### src/sv/jvs_pkg.sv
// Shared types and constants for the JSON value extent scanner.
// No dependencies; imported by the top level, the lexer and the checker.
package jvs_pkg;

	// Default configuration
	localparam int MAX_NEST_DEF    = 128;
	localparam int OFFSET_BITS_DEF = 16;

	// Width of the reported stop offset
	localparam int STOP_W = 16;

	// Byte codes that steer the scan
	localparam logic [7:0] CH_LBRACE = 8'h7B;
	localparam logic [7:0] CH_LBRACK = 8'h5B;
	localparam logic [7:0] CH_RBRACE = 8'h7D;
	localparam logic [7:0] CH_RBRACK = 8'h5D;
	localparam logic [7:0] CH_COMMA  = 8'h2C;
	localparam logic [7:0] CH_QUOTE  = 8'h22;
	localparam logic [7:0] CH_BSLASH = 8'h5C;

	// Result status codes
	typedef enum logic [2:0] {
		ST_SCANNING    = 3'd0,
		ST_TERMINATOR  = 3'd1,
		ST_MISMATCH    = 3'd2,
		ST_TOO_DEEP    = 3'd3,
		ST_OPEN_STRING = 3'd4,
		ST_REGION_END  = 3'd5,
		ST_IGNORED     = 3'd6
	} status_t;

	// Closer stack access for one byte
	typedef struct packed {
		logic push;     // write the expected closer at the stack address
		logic pop;      // read the expected closer at the stack address
		logic bracket;  // closer kind to push: 1 = ']', 0 = '}'
	} stack_ctl_t;

	// Byte result before the popped closer is checked
	typedef struct packed {
		status_t            status;
		logic [STOP_W-1:0]  stop_at;       // offset to report without mismatch
		logic [STOP_W-1:0]  here;          // offset of this byte
		logic               pop;           // byte popped the closer stack
		logic               want_bracket;  // byte is ']' (else '}')
	} s1_t;

endpackage

### src/sv/json_value_extent_scanner.sv
// JSON value extent scanner
// Input channel (in_valid/in_ready): one byte of a JSON region per transaction,
// with start_scan marking the first byte of a value and region_last the final
// byte of the region. Output channel (out_valid/out_ready): exactly one result
// per input byte: status, stop_offset and expected_bracket.
// A scan ends on a top-level ',' or closer (status 1, offset of that byte), a
// closer mismatch (status 2, expected kind in expected_bracket), nesting too
// deep (3), a string open at region end (4) or region end (5, region length).
// Bytes after the end of a scan report status 6 until the next start_scan.
// Each byte passes the stage-one register, then the result register. Throughput:
// one byte per cycle while out_ready holds. The expected closer stack sits in a
// one-bit memory with a registered read port; a pop issues its read when the byte
// is taken; the compare against the popped closer happens in the following stage.
// Reset: the block comes up idle (every byte ignored until start_scan); the
// stack contents are not cleared, since only entries pushed in the same scan
// are ever read. When the receiver stalls, the result register holds, the
// stage behind it fills, and in_ready drops.
module json_value_extent_scanner
	import jvs_pkg::*;
#(
	parameter int MAX_NEST    = MAX_NEST_DEF,
	parameter int OFFSET_BITS = OFFSET_BITS_DEF
) (
	input  logic              clk,
	input  logic              arst_n,
	input  logic              in_valid,
	output logic              in_ready,
	input  logic              start_scan,
	input  logic [7:0]        data_byte,
	input  logic              region_last,
	output logic              out_valid,
	input  logic              out_ready,
	output logic [2:0]        status,
	output logic [STOP_W-1:0] stop_offset,
	output logic              expected_bracket
);

	localparam int DEPTH_W = $clog2(MAX_NEST);

	stack_ctl_t         stack_ctl;
	logic [DEPTH_W-1:0] stack_addr;
	logic               popped;
	s1_t                s1_next, s1_s1;
	logic               s1_valid_q;
	logic               accept, advance, mismatch;
	status_t            res_status;
	logic [STOP_W-1:0]  res_offset;
	logic               res_expect;
	logic               out_valid_q;
	status_t            status_q;
	logic [STOP_W-1:0]  stop_offset_q;
	logic               expected_q;

	assign advance  = s1_valid_q && (!out_valid_q || out_ready);
	assign in_ready = !s1_valid_q || advance;
	assign accept   = in_valid && in_ready;
	assign mismatch = s1_valid_q && s1_s1.pop && (popped != s1_s1.want_bracket);

	jvs_lexer #(
		.MAX_NEST    (MAX_NEST),
		.OFFSET_BITS (OFFSET_BITS),
		.DEPTH_W     (DEPTH_W)
	) u_lexer (
		.clk         (clk),
		.arst_n      (arst_n),
		.accept      (accept),
		.start_scan  (start_scan),
		.data_byte   (data_byte),
		.region_last (region_last),
		.fin_force   (mismatch),
		.stack_ctl   (stack_ctl),
		.stack_addr  (stack_addr),
		.s1_next     (s1_next)
	);

	jvs_stack #(
		.DEPTH  (MAX_NEST),
		.ADDR_W (DEPTH_W)
	) u_stack (
		.clk     (clk),
		.wr_en   (stack_ctl.push),
		.wr_addr (stack_addr),
		.wr_data (stack_ctl.bracket),
		.rd_en   (stack_ctl.pop),
		.rd_addr (stack_addr),
		.rd_data (popped)
	);

	// Hold the classified byte while the stack read completes
	always_ff @(posedge clk or negedge arst_n) begin
		if (!arst_n) begin
			s1_valid_q <= 1'b0;
		end else if (accept) begin
			s1_valid_q <= 1'b1;
		end else if (advance) begin
			s1_valid_q <= 1'b0;
		end
	end

	always_ff @(posedge clk) begin
		if (accept) begin
			s1_s1 <= s1_next;
		end
	end

	// Resolve a closer mismatch against the popped entry
	always_comb begin
		if (mismatch) begin
			res_status = ST_MISMATCH;
			res_offset = s1_s1.here;
			res_expect = popped;
		end else begin
			res_status = s1_s1.status;
			res_offset = s1_s1.stop_at;
			res_expect = 1'b0;
		end
	end

	// Output register: load on advance, drop once taken
	always_ff @(posedge clk or negedge arst_n) begin
		if (!arst_n) begin
			out_valid_q <= 1'b0;
		end else if (advance) begin
			out_valid_q <= 1'b1;
		end else if (out_ready) begin
			out_valid_q <= 1'b0;
		end
	end

	always_ff @(posedge clk) begin
		if (advance) begin
			status_q      <= res_status;
			stop_offset_q <= res_offset;
			expected_q    <= res_expect;
		end
	end

	assign out_valid        = out_valid_q;
	assign status           = status_q;
	assign stop_offset      = stop_offset_q;
	assign expected_bracket = expected_q;

endmodule

### src/sv/jvs_stack.sv
// Closer stack storage: one-bit entries, one write and one registered read port.
// Depends on nothing but its parameters.
module jvs_stack #(
	parameter int DEPTH  = 128,
	parameter int ADDR_W = $clog2(DEPTH)
) (
	input  logic              clk,
	input  logic              wr_en,
	input  logic [ADDR_W-1:0] wr_addr,
	input  logic              wr_data,
	input  logic              rd_en,
	input  logic [ADDR_W-1:0] rd_addr,
	output logic              rd_data
);

	logic mem [DEPTH];
	logic rd_data_q;

	// Write the pushed closer kind
	always_ff @(posedge clk) begin
		if (wr_en) begin
			mem[wr_addr] <= wr_data;
		end
	end

	// Read the popped entry; hold the data until the next read
	always_ff @(posedge clk) begin
		if (rd_en) begin
			rd_data_q <= mem[rd_addr];
		end
	end

	assign rd_data = rd_data_q;

endmodule

### src/sv/jvs_lexer.sv
// Byte classifier and scan state: string/escape tracking, nesting depth, offset.
// Depends on jvs_pkg; drives the closer stack ports and the first pipeline stage.
module jvs_lexer
	import jvs_pkg::*;
#(
	parameter int MAX_NEST    = MAX_NEST_DEF,
	parameter int OFFSET_BITS = OFFSET_BITS_DEF,
	parameter int DEPTH_W     = $clog2(MAX_NEST)
) (
	input  logic               clk,
	input  logic               arst_n,
	input  logic               accept,
	input  logic               start_scan,
	input  logic [7:0]         data_byte,
	input  logic               region_last,
	input  logic               fin_force,   // byte in flight ended the scan on a mismatch
	output stack_ctl_t         stack_ctl,
	output logic [DEPTH_W-1:0] stack_addr,
	output s1_t                s1_next
);

	localparam logic [OFFSET_BITS-1:0] OFF_MAX  = {OFFSET_BITS{1'b1}};
	localparam logic [DEPTH_W-1:0]     DEPTH_TOP = DEPTH_W'(MAX_NEST - 1);

	logic                   in_str_q, esc_q, fin_q;
	logic [DEPTH_W-1:0]     depth_q;
	logic [OFFSET_BITS-1:0] off_q;

	logic                   in_str_c, esc_c, fin_c;
	logic [DEPTH_W-1:0]     depth_c;
	logic [OFFSET_BITS-1:0] off_c, off_inc;
	logic                   in_str_n, esc_n, fin_n;
	logic [DEPTH_W-1:0]     depth_n;
	logic [OFFSET_BITS-1:0] off_n;
	status_t                st;

	// Classify the byte and compute next scan state
	always_comb begin
		in_str_c = start_scan ? 1'b0 : in_str_q;
		esc_c    = start_scan ? 1'b0 : esc_q;
		depth_c  = start_scan ? '0 : depth_q;
		off_c    = start_scan ? '0 : off_q;
		fin_c    = start_scan ? 1'b0 : (fin_q | fin_force);
		off_inc  = (off_c == OFF_MAX) ? off_c : off_c + 1'b1;

		in_str_n   = in_str_c;
		esc_n      = esc_c;
		depth_n    = depth_c;
		off_n      = off_c;
		fin_n      = fin_c;
		st         = ST_SCANNING;
		stack_ctl  = '0;
		stack_addr = depth_c;

		s1_next              = '0;
		s1_next.want_bracket = (data_byte == CH_RBRACK);

		if (fin_c) begin
			st = ST_IGNORED;
		end else begin
			if (in_str_c) begin
				if (esc_c) begin
					esc_n = 1'b0;
				end else if (data_byte == CH_BSLASH) begin
					esc_n = 1'b1;
				end else if (data_byte == CH_QUOTE) begin
					in_str_n = 1'b0;
				end
			end else if (data_byte == CH_QUOTE) begin
				in_str_n = 1'b1;
				esc_n    = 1'b0;
			end else if (data_byte == CH_COMMA) begin
				if (depth_c == '0) begin
					st = ST_TERMINATOR;
				end
			end else if (data_byte == CH_LBRACE || data_byte == CH_LBRACK) begin
				if (depth_c == DEPTH_TOP) begin
					st = ST_TOO_DEEP;
				end else begin
					stack_ctl.push    = 1'b1;
					stack_ctl.bracket = (data_byte == CH_LBRACK);
					depth_n           = depth_c + 1'b1;
				end
			end else if (data_byte == CH_RBRACE || data_byte == CH_RBRACK) begin
				if (depth_c == '0) begin
					st = ST_TERMINATOR;
				end else begin
					stack_ctl.pop = 1'b1;
					depth_n       = depth_c - 1'b1;
					stack_addr    = depth_c - 1'b1;
				end
			end

			// Region end when nothing else stopped the scan
			s1_next.here    = STOP_W'(off_c);
			s1_next.stop_at = STOP_W'(off_c);
			if (st == ST_SCANNING && region_last) begin
				st              = in_str_n ? ST_OPEN_STRING : ST_REGION_END;
				s1_next.stop_at = STOP_W'(off_inc);
			end

			off_n = off_inc;
			fin_n = (st != ST_SCANNING);
		end

		s1_next.status = st;
		s1_next.pop    = stack_ctl.pop;
		stack_ctl.push = stack_ctl.push & accept;
		stack_ctl.pop  = stack_ctl.pop & accept;
	end

	// Update scan state on each transaction; fold in a late mismatch otherwise
	always_ff @(posedge clk or negedge arst_n) begin
		if (!arst_n) begin
			in_str_q <= 1'b0;
			esc_q    <= 1'b0;
			depth_q  <= '0;
			off_q    <= '0;
			fin_q    <= 1'b1;
		end else if (accept) begin
			in_str_q <= in_str_n;
			esc_q    <= esc_n;
			depth_q  <= depth_n;
			off_q    <= off_n;
			fin_q    <= fin_n;
		end else begin
			fin_q <= fin_q | fin_force;
		end
	end

endmodule

### config.mk
export PLATFORM = sky130hd
export DESIGN_NAME = json_value_extent_scanner
export DESIGN_NICKNAME = d
export VERILOG_FILES = /design/src/sv/jvs_pkg.sv /design/src/sv/json_value_extent_scanner.sv /design/src/sv/jvs_stack.sv /design/src/sv/jvs_lexer.sv
export SDC_FILE = /design/constraint.sdc
export NUM_CORES = 1
export LEC_CHECK = 0
export ABC_AREA = 1
export BUFFER_PORTS_ARGS = -buffer_cell sky130_fd_sc_hd__clkbuf_2
export CAP_MARGIN = 0
export CORE_MARGIN = 5
export CORE_UTILIZATION = 45
export CTS_CLUSTER_DIAMETER = 200
export CTS_CLUSTER_SIZE = 12
export DETAILED_ROUTE_END_ITERATION = 12
export HOLD_SLACK_MARGIN = 0.02
export SYNTH_ARGS = -nofsm -noshare
export SYNTH_HDL_FRONTEND = slang
export SYNTH_SLANG_ARGS = --single-unit
### constraint.sdc
create_clock -name clk -period 21.7 [get_ports clk]
set_input_delay 4.34 -clock clk [delete_from_list [all_inputs] [get_ports clk]]
set_output_delay 4.34 -clock clk [all_outputs]
set_load 0.02 [all_outputs]
==> results of run 1 <==
cells in the mapped netlist (4+ instances only):
cell / number / area [um2]
nand2_2: 16 / 100
buf_6: 4 / 45.0
a21oi_1: 21 / 105
edfxtp_1: 186 / 5590
inv_1: 85 / 319
nand2_1: 500 / 1880
a22oi_1: 6 / 45.0
inv_2: 9 / 33.8
nand4_1: 8 / 50.1
buf_2: 24 / 120
dfrtp_1: 27 / 676
o21ai_0: 34 / 170
xor2_1: 15 / 131
nor3_1: 16 / 80.1
nor2_2: 12 / 75.1
o22a_1: 5 / 43.8
nor2_4: 5 / 56.3
nand3_1: 37 / 185
nor2_1: 210 / 788
buf_4: 4 / 30.0
clkbuf_1: 11 / 41.3
flip-flops by register name, summed over array words and instances (netlist names):
signal / count
u_lexer.esc_q: 1
s1_s1: 37
u_lexer.depth_q: 7
s1_valid_q: 1
expected_bracket: 1
u_lexer.off_q: 16
u_lexer.fin_q: 1
status: 3
u_stack.rd_data: 1
u_lexer.in_str_q: 1
u_stack.mem: 128
stop_offset: 16
out_valid: 1
how the worst min path moves through the flow:
stage,start,cells past startpoint,end
detailed placement,u_lexer.off_q[14]$_DFFE_PN0P_,2,u_lexer.off_q[14]$_DFFE_PN0P_
finish,u_lexer.off_q[14]$_DFFE_PN0P_,2,u_lexer.off_q[14]$_DFFE_PN0P_
floorplan,u_lexer.off_q[14]$_DFFE_PN0P_,2,u_lexer.off_q[14]$_DFFE_PN0P_
global placement,u_lexer.off_q[14]$_DFFE_PN0P_,2,u_lexer.off_q[14]$_DFFE_PN0P_
global route,u_lexer.off_q[14]$_DFFE_PN0P_,2,u_lexer.off_q[14]$_DFFE_PN0P_
CTS,u_lexer.off_q[14]$_DFFE_PN0P_,2,u_lexer.off_q[14]$_DFFE_PN0P_
layout make-up:
| type | count | share of cell area |
|---|---|---|
| inverter | 95 | 0.0300 |
| multi-input combinational | 918 | 0.339 |
| timing repair buffer | 43 | 0.0198 |
| sequential | 214 | 0.530 |
| clock buffer | 29 | 0.0476 |
| tap | 324 | 0.0341 |
worst reg2reg max path: stages, from the launching register on:
cell	delay (ps)
dfrtp_1	370
inv_1	60
nor2_1	250
inv_1	110
ha_1	260
nand3_1	130
nor2_2	70
nor2_4	180
nand2_1	80
nand3_1	110
nand2_1	100
nand2_4	420
inv_2	490
nor2_2	290
nand2_2	330
nor2_1	250
where the power goes:
| group | leakage [nW] | internal, W | switching (W) | total, W |
|---|---|---|---|---|
| Sequential | 1.97 | 0.000468 | 0.00000849 | 0.000477 |
| Clock | 0.274 | 0.000179 | 0.000146 | 0.000325 |
| Combinational | 2.55 | 0.0000510 | 0.000137 | 0.000188 |
routing by layer:
layer  vias up  part of all wire
li1       4125                 -
met1      3899              0.45
met2       169              0.48
met3        25             0.050
met4         0             0.013
met5         -                 0
logic make-up (layout without fill, tap and decap cells):
logic type,count (synthesis),after routing,synth area share
xor gates and xnor gates,17,17,0.0144
DFF,214,214,0.577
adders and majority gates,3,3,0.00344
AOI/OAI and AO/OA,84,84,0.0467
buffers and inverters,139,167,0.0548
and+or+nand+nor,814,814,0.304
per-stage QoR:
stage	worst slack, ps	instances	util	hold WS [ps]
6_report	12560	1623	0.493	501
4_1_cts	12560	1623	0.493	503
2_1_floorplan	10320	1271	-	453
3_3_place_gp	12580	1594	0.469	468
5_1_grt	12510	1623	0.493	527
3_5_place_dp	12560	1594	0.469	487
==> key figures, run 1 <==
Synthesis
  • Most used DFF post-synth: edfxtp_1
  • Synth Warn #: 0
  • Seq cells post-synth: 214
  • Async set or reset register ratio after synthesis: 0.131
  • Post-Syn Area: 0.0109 mm2
  • Post-synth EDFFs: 186
  • Post-synthesis cell type count: 46
  • Seq/Total Area, Yosys: 0.577
  • Synthesized instance count: 1271
  • Synthesized net count: 1288
  • Syn avg cell area: 8.58 um2

GRT
  • GRT met1 Usage: 0.252
  • First-pass GRT wire length: 41.3 mm
  • Vias in the first global route: 7757
  • Initial antenna violation count: 0
  • Gr usage total: 0.184
  • Total congestion overflow: 0
  • GR peak layer: met2
  • GRT met3 Usage: 0.0267
  • Largest net degree at the start of global routing: 129
  • M2 GR Usage: 0.318

Setup path
  • Worst EP required: 17360 ps
  • Crit path buffers/inverters: 3
  • Worst R2R End: u_stack.mem[32]$_DFFE_PP_
  • Slowest stage cell on the critical path: clkbuf_2
  • Crit path to: in_ready
  • CP endpoint kind: output port
  • R2R setup slack: 17900 ps
  • CP startpoint kind: input pin
  • Most used cell along the critical path: clkbuf_2
  • Slowest cell delay on critical path: 180 ps
  • RR Startpoint: u_lexer.depth_q[1]$_DFFE_PN0P_
  • Cells on worst reg2reg path: 15
  • CP Depth: 4
  • Critical path startpoint: out_ready
  • Kind of critical path: input pin to output port
  • CP Cell Sequence: clkbuf_2 -> inv_1 -> nand3_1 -> clkbuf_2
  • Crit-path max FO: 3
  • Critical Path AT: 4800 ps
  • Family with the most delay on the worst path: buffers and inverters

Clocking
  • Setup Buffers After CTS: 0
  • CTS sink cnt: 214
  • Max clock buf depth: 3
  • CTS Buf Count: 21
  • Worst-Skew Late Latency: 500 ps
  • Clk slew on worst S/H paths: 60 ps
  • Hold Buf Count CTS: 0
  • H-tree levels: 1
  • Clock Root Buffer: clkbuf_16
  • CTS tree: done
  • Post-CTS Resized: 0

Cells and area
  • Final nets: 1310
  • Synth-to-Final Area Change: 8.94%
  • Register Area: 0.00629 mm2
  • Layout cells sized above 1: 0.0939
  • Most frequent cells in the layout: nand2_1, nor2_1, edfxtp_1, inv_1, nand3_1
  • Commonest non-fill, non-tap cell in the layout: nand2_1
  • Final instance area: 0.0119 mm2
  • Fillers: 2373
  • Diodes inserted: 0
  • Area of the multi-input gates: 0.00402 mm2

STA
  • Hold Vio Cnt, Final: 0
  • Slew Viols, Final: 0
  • Fmax: 0.109 GHz
  • Worst Skew: 14.6 ps
  • Setup_tns: 0 ps
  • Final period utilization: 0.421
  • Min Tclk post-route: 9140 ps
  • Unrepaired setup endpoints after global routing: no
  • Worst Tran Pin Value: 1100 ps
  • Slew headroom: 0.269
  • # setup viols final: 0

Die
  • Die Y: 166 um
  • Core Box Area: 0.0241 mm2
  • Die width: 166 um
  • Rows: 57
  • I/O pins: 36
  • Initial Util: 0.452
  • Die ar.: 0.0274 mm2

Power and ir drop
  • Leakage: 4.80 nW
  • VDD IR max: 0.0000467 V
  • Design Power: 0.000990 W
  • PD cells: 83.3 mW/mm2

Run status
  • Status: finished, final reports clean

Placed design
  • HPWL Detailed: 15.3 mm
  • PortBufs: 35
  • Dpl cell area: 0.0113 mm2
  • GP Congestion: 0.918

Hold path
  • HP Class: register to register

Route
  • Vias per inst: 5.06
  • Wirelength, routed: 25.7 mm
  • Post-route ant nets: 0
  • WL/cell: 15.8 um
  • Initial DRC Count: 581
  • DR pass1 iterations: 5
  • Via count: 8218
  • DRC violations left: 0

Job
  • Max_cap viols: 0
No activity file was read; power rests on OpenSTA's default activity.
==> run 2: changes to the inputs <==
--- a/config.mk
+++ b/config.mk
@@ -5,7 +5,7 @@
 export SDC_FILE = /design/constraint.sdc
 export NUM_CORES = 1
 export LEC_CHECK = 0
-export ABC_AREA = 1
+export ABC_AREA = 0
 export BUFFER_PORTS_ARGS = -buffer_cell sky130_fd_sc_hd__clkbuf_2
 export CAP_MARGIN = 0
 export CORE_MARGIN = 5
==> constraint.sdc (replaced) <==
create_clock -name clk -period 7.6 [get_ports clk]
set_input_delay 1.52 -clock clk [delete_from_list [all_inputs] [get_ports clk]]
set_output_delay 1.52 -clock clk [all_outputs]
set_load 0.02 [all_outputs]
==> run 2 against run 1 <==
Against the previous run:
- clock power rose to 2.9 times the previous value
- synthesized cell count fell by 14%
- via count rose by 4.8%
- count of clock-buffer cells in the layout rose by 8
- global-route usage rose by 1.5 points
- cell area rose by 4.4%
- register-to-register slack got worse by 15000 ps
- highest routed layer unchanged
- total power rose to 2.6 times the previous value
- combinational power rose by 56%
==> key figures, run 2 <==
Cells and area
  • Largest register FFs: 128 (unchanged)
  • Commonest non-fill, non-tap cell in the layout: nor2_1
  • Most frequent cells in the layout: nor2_1, edfxtp_1, nand2_1, mux2i_1, clkbuf_2
  • Top flop regs: u_stack.mem (128), s1_s1 (37)
  • Fin util: 0.495 (+0.00277)
  • Layout cells sized above 1: 0.126 (+0.0319)
  • Synth-to-Final Area Change: 9.22%
  • Final nets: 1116 (-15%)
  • Top reg by flops: u_stack.mem
  • Diodes inserted: 0 (unchanged)
  • Non-filler cells, final: 1443 (-11%)

Die
  • Core Box Area: 0.0250 mm2 (+3.9%)
  • Initial Util: 0.454 (+0.00138)
  • Die ar.: 0.0285 mm2 (+3.9%)
  • I/O pins: 36 (unchanged)
  • Die Y: 169 um (+1.9%)
  • Rows: 58 (+1.8%)
  • Die width: 169 um (+1.9%)

Route
  • Wirelength, routed: 28.8 mm (+12%)
  • Vias per inst: 5.97 (+18%)
  • Initial DRC Count: 979 (+69%)
  • DR pass1 iterations: 7 (+2)
  • DRC violations left: 0 (unchanged)
  • WL/cell: 19.9 um (+26%)
  • Via count: 8610 (+4.8%)
  • Post-route ant nets: 0 (unchanged)

Synthesis
  • Count leader, synth: nor2_1
  • Top cell type's share of synthesized area: 0.492 (-0.0206)
  • Most frequent cells after synthesis: nor2_1, edfxtp_1, nand2_1, clkbuf_1, mux2i_1
  • Seq/Total Area, Yosys: 0.554 (-0.0231)
  • Seq cells post-synth: 214 (unchanged)
  • Largest family of logic cells by synthesized area: simple AND/OR/NAND/NOR gates
  • Post-Synth Adder-Cell Area: 0.00331 (-0.000138)
  • Mux contribution to synthesized area: 0.0725 (+0.0725)
  • Post-Syn Area: 0.0114 mm2 (+4.2%)
  • Synth Warn #: 0 (unchanged)
  • Most used DFF post-synth: edfxtp_1
  • Synthesized net count: 1112 (-14%)
  • Syn avg cell area: 10.4 um2 (+21%)
  • Synth Area in Compound Gates: 0.119 (+0.0724)
  • Synthesized instance count: 1095 (-14%)
  • Simple-gate share of the synthesized area: 0.212 (-0.0919)
  • Largest area contributor in the netlist: edfxtp_1
  • Async set or reset register ratio after synthesis: 0.131 (unchanged)
  • Synth top area cells: edfxtp_1, nor2_1, dfrtp_1
  • Post-Synth XOR/XNOR Area: 0.00760 (-0.00675)
  • Post-synthesis cell type count: 81 (+76%)
  • Post-synth EDFFs: 186 (unchanged)

Job
  • Max_cap viols: 0 (unchanged)

GRT
  • Gr usage total: 0.199 (+0.0152)
  • Initial antenna violation count: 0 (unchanged)
  • Largest net degree at the start of global routing: 129 (unchanged)
  • Vias in the first global route: 8199 (+5.7%)
  • Total congestion overflow: 0 (unchanged)
  • First-pass GRT wire length: 45.9 mm (+11%)

STA
  • Slew headroom: 0.153 (-0.116)
  • Unrepaired setup endpoints after global routing: no
  • Worst Tran Pin Value: 1260 ps (+165 ps)
  • Worst hold slack: 501 ps (-0.676 ps)
  • # setup viols final: 0 (unchanged)
  • Min Tclk post-route: 5740 ps
  • Final period utilization: 0.756
  • Worst Skew: 18.0 ps (+3.35 ps)
  • Slew Viols, Final: 0 (unchanged)
  • Hold Vio Cnt, Final: 0 (unchanged)
  • Fmax: 0.174 GHz
  • Setup_tns: 0 ps (unchanged)

Power and ir drop
  • Design Power: 0.00259 W (+160%)
  • PD cells: 209 mW/mm2 (+150%)
  • VDD IR max: 0.000153 V (+230%)
  • Leakage: 4.35 nW (-9.4%)

Setup path
  • CP endpoint kind: register
  • Critical Path AT: 5960 ps (+1160 ps)
  • Kind of critical path: input pin to register
  • Worst EP required: 7810 ps (-9550 ps)
  • Crit-path max FO: 26 (+23)
  • CP startpoint kind: input pin
  • Slowest stage cell on the critical path: xnor2_4
  • CP Cell Sequence: clkbuf_2 -> clkinv_1 -> nand2_1 -> ha_1 -> nor2b_1 -> a22o_1 -> nor3_4 -> xnor2_4 -> buf_4 -> mux2_2 -> a221oi_1 -> a211oi_1 -> nor4b_1 -> nand4_1
  • Slowest cell delay on critical path: 880 ps (+700 ps)

Clocking
  • H-tree levels: 1 (unchanged)
  • Max clock buf depth: 3 (unchanged)
  • CTS Buf Count: 21 (unchanged)
  • Worst-Skew Late Latency: 510 ps (about the same)
  • CTS tree: done
  • Clock Root Buffer: clkbuf_16
  • Setup Buffers After CTS: 0 (unchanged)
  • Post-CTS Resized: 0 (unchanged)
  • Clk slew on worst S/H paths: 70 ps (about the same)
  • CTS sink cnt: 214 (unchanged)
  • Hold Buf Count CTS: 0 (unchanged)

Placed design
  • PortBufs: 35 (unchanged)
  • GP Congestion: 0.851 (-7.3%)
  • Placed Cells: 1406 (-12%)
  • HPWL Detailed: 17.4 mm (+14%)

Hold path
  • HP Class: register to register

Run status
  • Status: finished, final reports clean
run 2: worst paths after layout:
kind,from,end,slack [ps],cells after the start
setup / recovery,start_scan,u_stack.rd_data$_DFFE_PP_,1860,14
hold / removal,s1_s1[35]$_SDFFCE_PP1P_,status[1]$_SDFFCE_PP1P_,500,1
setup reg to reg,u_lexer.depth_q[1]$_DFFE_PN0P_,u_stack.rd_data$_DFFE_PP_,2640,12
hold reg to reg,s1_s1[35]$_SDFFCE_PP1P_,status[1]$_SDFFCE_PP1P_,500,1
max in group asynchronous,arst_n,u_lexer.off_q[1]$_DFFE_PN0P_,6010,1
min in group asynchronous,arst_n,u_lexer.depth_q[5]$_DFFE_PN0P_,1090,1
run 2: report_power, final:
group / switching (W) / internal, W
sequential: 0.0000305 / 0.00131
combinational: 0.000208 / 0.0000862
clock: 0.000431 / 0.000527
run 2: area by class of cell:
class,count,area [um2]
fillers,2299,12600
well taps,330,413
inverters,13,48.8
flip-flops and latches,214,6290
repair buffers,53,310
multi-input cells,796,4750
clock buffers,37,596
run 2: logic make-up after synthesis:
kind of cell	count (synthesis)
DFF	214
buffers and inverters	85
and+or+nand+nor	525
AOI/OAI and AO/OA	181
muxes	78
adders and majority gates	3
xor gates and xnor gates	9
run 2: layer usage:
metal,GRT usage,up-vias,wire length (um)
met5,0,-,0
met4,0.0498,0,634
met3,0.0364,50,2040
met2,0.318,311,13200
met1,0.284,4216,12900
li1,-,4033,-
run 2: stage by stage:
step	area (um2)	setup slack, ps
2_1_floorplan	11400	1420
3_3_place_gp	11800	1510
3_5_place_dp	11800	1380
4_1_cts	12400	1910
5_1_grt	12400	1570
6_report	12400	1860
run 2: critical path: cells and delay by family:
kind | cells | cell delay, ps
buf+inv | 3 | 590
xor+xnor | 1 | 880
mux | 1 | 360
compound gates | 3 | 990
simple gates | 5 | 1230
fa+ha+maj | 1 | 380
==> run 3: changes to the inputs <==
==> constraint.sdc (replaced) <==
create_clock -name clk -period 5.2 [get_ports clk]
set_input_delay 1.04 -clock clk [delete_from_list [all_inputs] [get_ports clk]]
set_output_delay 1.04 -clock clk [all_outputs]
set_load 0.02 [all_outputs]
==> run 3 against run 2 <==
Against the previous run:
- cell area grew 1.1%
- die area unchanged
- clock skew fell by 6.3 ps
- worst hold slack lost 8.2 ps
- first-iteration DRC count down 18%
- total power grew 46%
- sequential power up 46%
- register-to-register slack got worse by 1400 ps
- clock power increased by 45%
- combinational power is 47% higher
- non-clock buffer count is 10 higher
- setup slack worse by 1000 ps
- largest cell class unchanged
==> key figures, run 3 (synthesized netlist as in run 2, its figures left out) <==
Route
  • Wirelength, routed: 28.4 mm (-1.3%)
  • Vias per inst: 5.80 (-2.8%)
  • Initial DRC Count: 799 (-18%)
  • DR pass1 iterations: 7 (unchanged)
  • Post-route ant nets: 0 (unchanged)
  • DRC violations left: 0 (unchanged)
  • Via count: 8433 (-2.1%)
  • WL/cell: 19.5 um (-2.0%)

Setup path
  • Critical Path AT: 4610 ps (-1350 ps)
  • Crit-path max FO: 23 (-12%)
  • Worst EP required: 5440 ps (-2370 ps)
  • Kind of critical path: input pin to register
  • CP endpoint kind: register
  • Slowest cell delay on critical path: 750 ps (-130 ps)
  • Slowest stage cell on the critical path: xnor2_4
  • CP Cell Sequence: clkbuf_2 -> clkinv_2 -> nand2_1 -> ha_1 -> nor2b_1 -> a22o_1 -> nor3_4 -> xnor2_4 -> buf_4 -> mux2i_1 -> mux2_2 -> o211ai_1 -> a2111oi_0 -> nand4_1
  • CP startpoint kind: input pin

Die
  • I/O pins: 36 (unchanged)
  • Rows: 58 (unchanged)
  • Die ar.: 0.0285 mm2 (unchanged)
  • Die Y: 169 um (unchanged)
  • Initial Util: 0.454 (unchanged)
  • Core Box Area: 0.0250 mm2 (unchanged)
  • Die width: 169 um (unchanged)

Clocking
  • CTS sink cnt: 214 (unchanged)
  • Clock Root Buffer: clkbuf_16
  • Post-CTS Resized: 0 (unchanged)
  • Worst-Skew Late Latency: 500 ps (about the same)
  • Clk slew on worst S/H paths: 70 ps (about the same)
  • Hold Buf Count CTS: 0 (unchanged)
  • Max clock buf depth: 3 (unchanged)
  • Setup Buffers After CTS: 0 (unchanged)
  • H-tree levels: 1 (unchanged)
  • CTS Buf Count: 21 (unchanged)
  • CTS tree: done

Cells and area
  • Most frequent cells in the layout: nor2_1, edfxtp_1, nand2_1, mux2i_1, clkbuf_2
  • Diodes inserted: 0 (unchanged)
  • Synth-to-Final Area Change: 10.4%
  • Layout cells sized above 1: 0.137 (+0.0112)
  • Top reg by flops: u_stack.mem
  • Register Area: 0.00629 mm2 (unchanged)
  • Commonest non-fill, non-tap cell in the layout: nor2_1
  • Final nets: 1126 (+0.90%)
  • Fillers: 2272 (-1.2%)
  • Top flop regs: u_stack.mem (128), s1_s1 (37)
  • Area of the multi-input gates: 0.00476 mm2 (+0.37%)
  • Final instance area: 0.0125 mm2 (+1.1%)
  • Largest register FFs: 128 (unchanged)

Placed design
  • GP Congestion: 0.891 (+4.7%)
  • HPWL Detailed: 17.8 mm (+1.8%)
  • DP Worst Slack: 336 ps (-1050 ps)
  • Dpl cell area: 0.0119 mm2 (+1.0%)
  • PortBufs: 35 (unchanged)

GRT
  • Initial antenna violation count: 0 (unchanged)
  • Vias in the first global route: 8216 (+0.21%)
  • First-pass GRT wire length: 45.3 mm (-1.4%)
  • Gr usage total: 0.196 (-0.00360)
  • Total congestion overflow: 0 (unchanged)
  • Largest net degree at the start of global routing: 129 (unchanged)

Power and ir drop
  • VDD IR max: 0.000262 V (+72%)
  • Leakage: 4.40 nW (+1.3%)
  • Design Power: 0.00379 W (+46%)
  • PD cells: 302 mW/mm2 (+44%)

STA
  • Worst Skew: 11.7 ps (-6.27 ps)
  • Unrepaired setup endpoints after global routing: no
  • Final WS setup: 825 ps (-1030 ps)
  • Min Tclk post-route: 4380 ps
  • Slew headroom: 0.348 (+0.196)
  • # setup viols final: 0 (unchanged)
  • Fmax: 0.229 GHz
  • Final period utilization: 0.841
  • Worst Tran Pin Value: 977 ps (-284 ps)
  • Hold Vio Cnt, Final: 0 (unchanged)
  • Slew Viols, Final: 0 (unchanged)

Job
  • Max_cap viols: 0 (unchanged)

Hold path
  • HP Class: register to register

Run status
  • Status: finished, final reports clean
==> run 3: critical path: cells and delay by family <==
family          cells  cell delay (ps)
fa+ha+maj           1              360
buf+inv             3              670
mux                 2              360
simple gates        4              630
compound gates      3              800
xor+xnor            1              750
==> run 3: final cells by class <==
cell class                 count  share of cell area
clock inverter                 1            0.000699
inverter                      13             0.00439
sequential                   214               0.502
multi-input combinational    796               0.380
clock buffer                  37              0.0475
tap                          330              0.0329
timing repair buffer          63              0.0327
==> run 3: final timing paths <==
kind,start,to,slack [ps],cells after the start
min in group asynchronous,arst_n,out_valid$_DFFE_PN0P_,640,1
worst max-delay path,start_scan,u_stack.rd_data$_DFFE_PP_,820,14
worst min register to register,s1_s1[35]$_SDFFCE_PP1P_,status[1]$_SDFFCE_PP1P_,490,1
max in group asynchronous,arst_n,u_lexer.off_q[0]$_DFFE_PN0P_,4030,1
worst max register to register,u_lexer.depth_q[1]$_DFFE_PN0P_,u_stack.rd_data$_DFFE_PP_,1230,12
worst min-delay path,s1_s1[35]$_SDFFCE_PP1P_,status[1]$_SDFFCE_PP1P_,490,1
==> run 3: per-stage QoR <==
step / TNS [ps] / util / hold slack (ps) / cells
global placement: 0 / 0.477 / 487 / 1416
detailed placement: 0 / 0.477 / 489 / 1416
global route: 0 / 0.501 / 541 / 1454
finish: 0 / 0.501 / 493 / 1454
floorplan: -12040 / - / 458 / 1095
CTS: 0 / 0.501 / 504 / 1454
==> run 3: report_power, final <==
group          switching, W  leakage [nW]  internal [W]
clock              0.000618         0.288      0.000774
combinational      0.000304          1.80      0.000129
sequential        0.0000454          2.32       0.00192
==> run 3: layer usage <==
metal,vias up,wire [um],track usage
met5,-,0,0
met4,0,279,0.0303
met3,28,1580,0.0304
met2,222,13300,0.326
met1,4130,13200,0.278
li1,4053,-,-
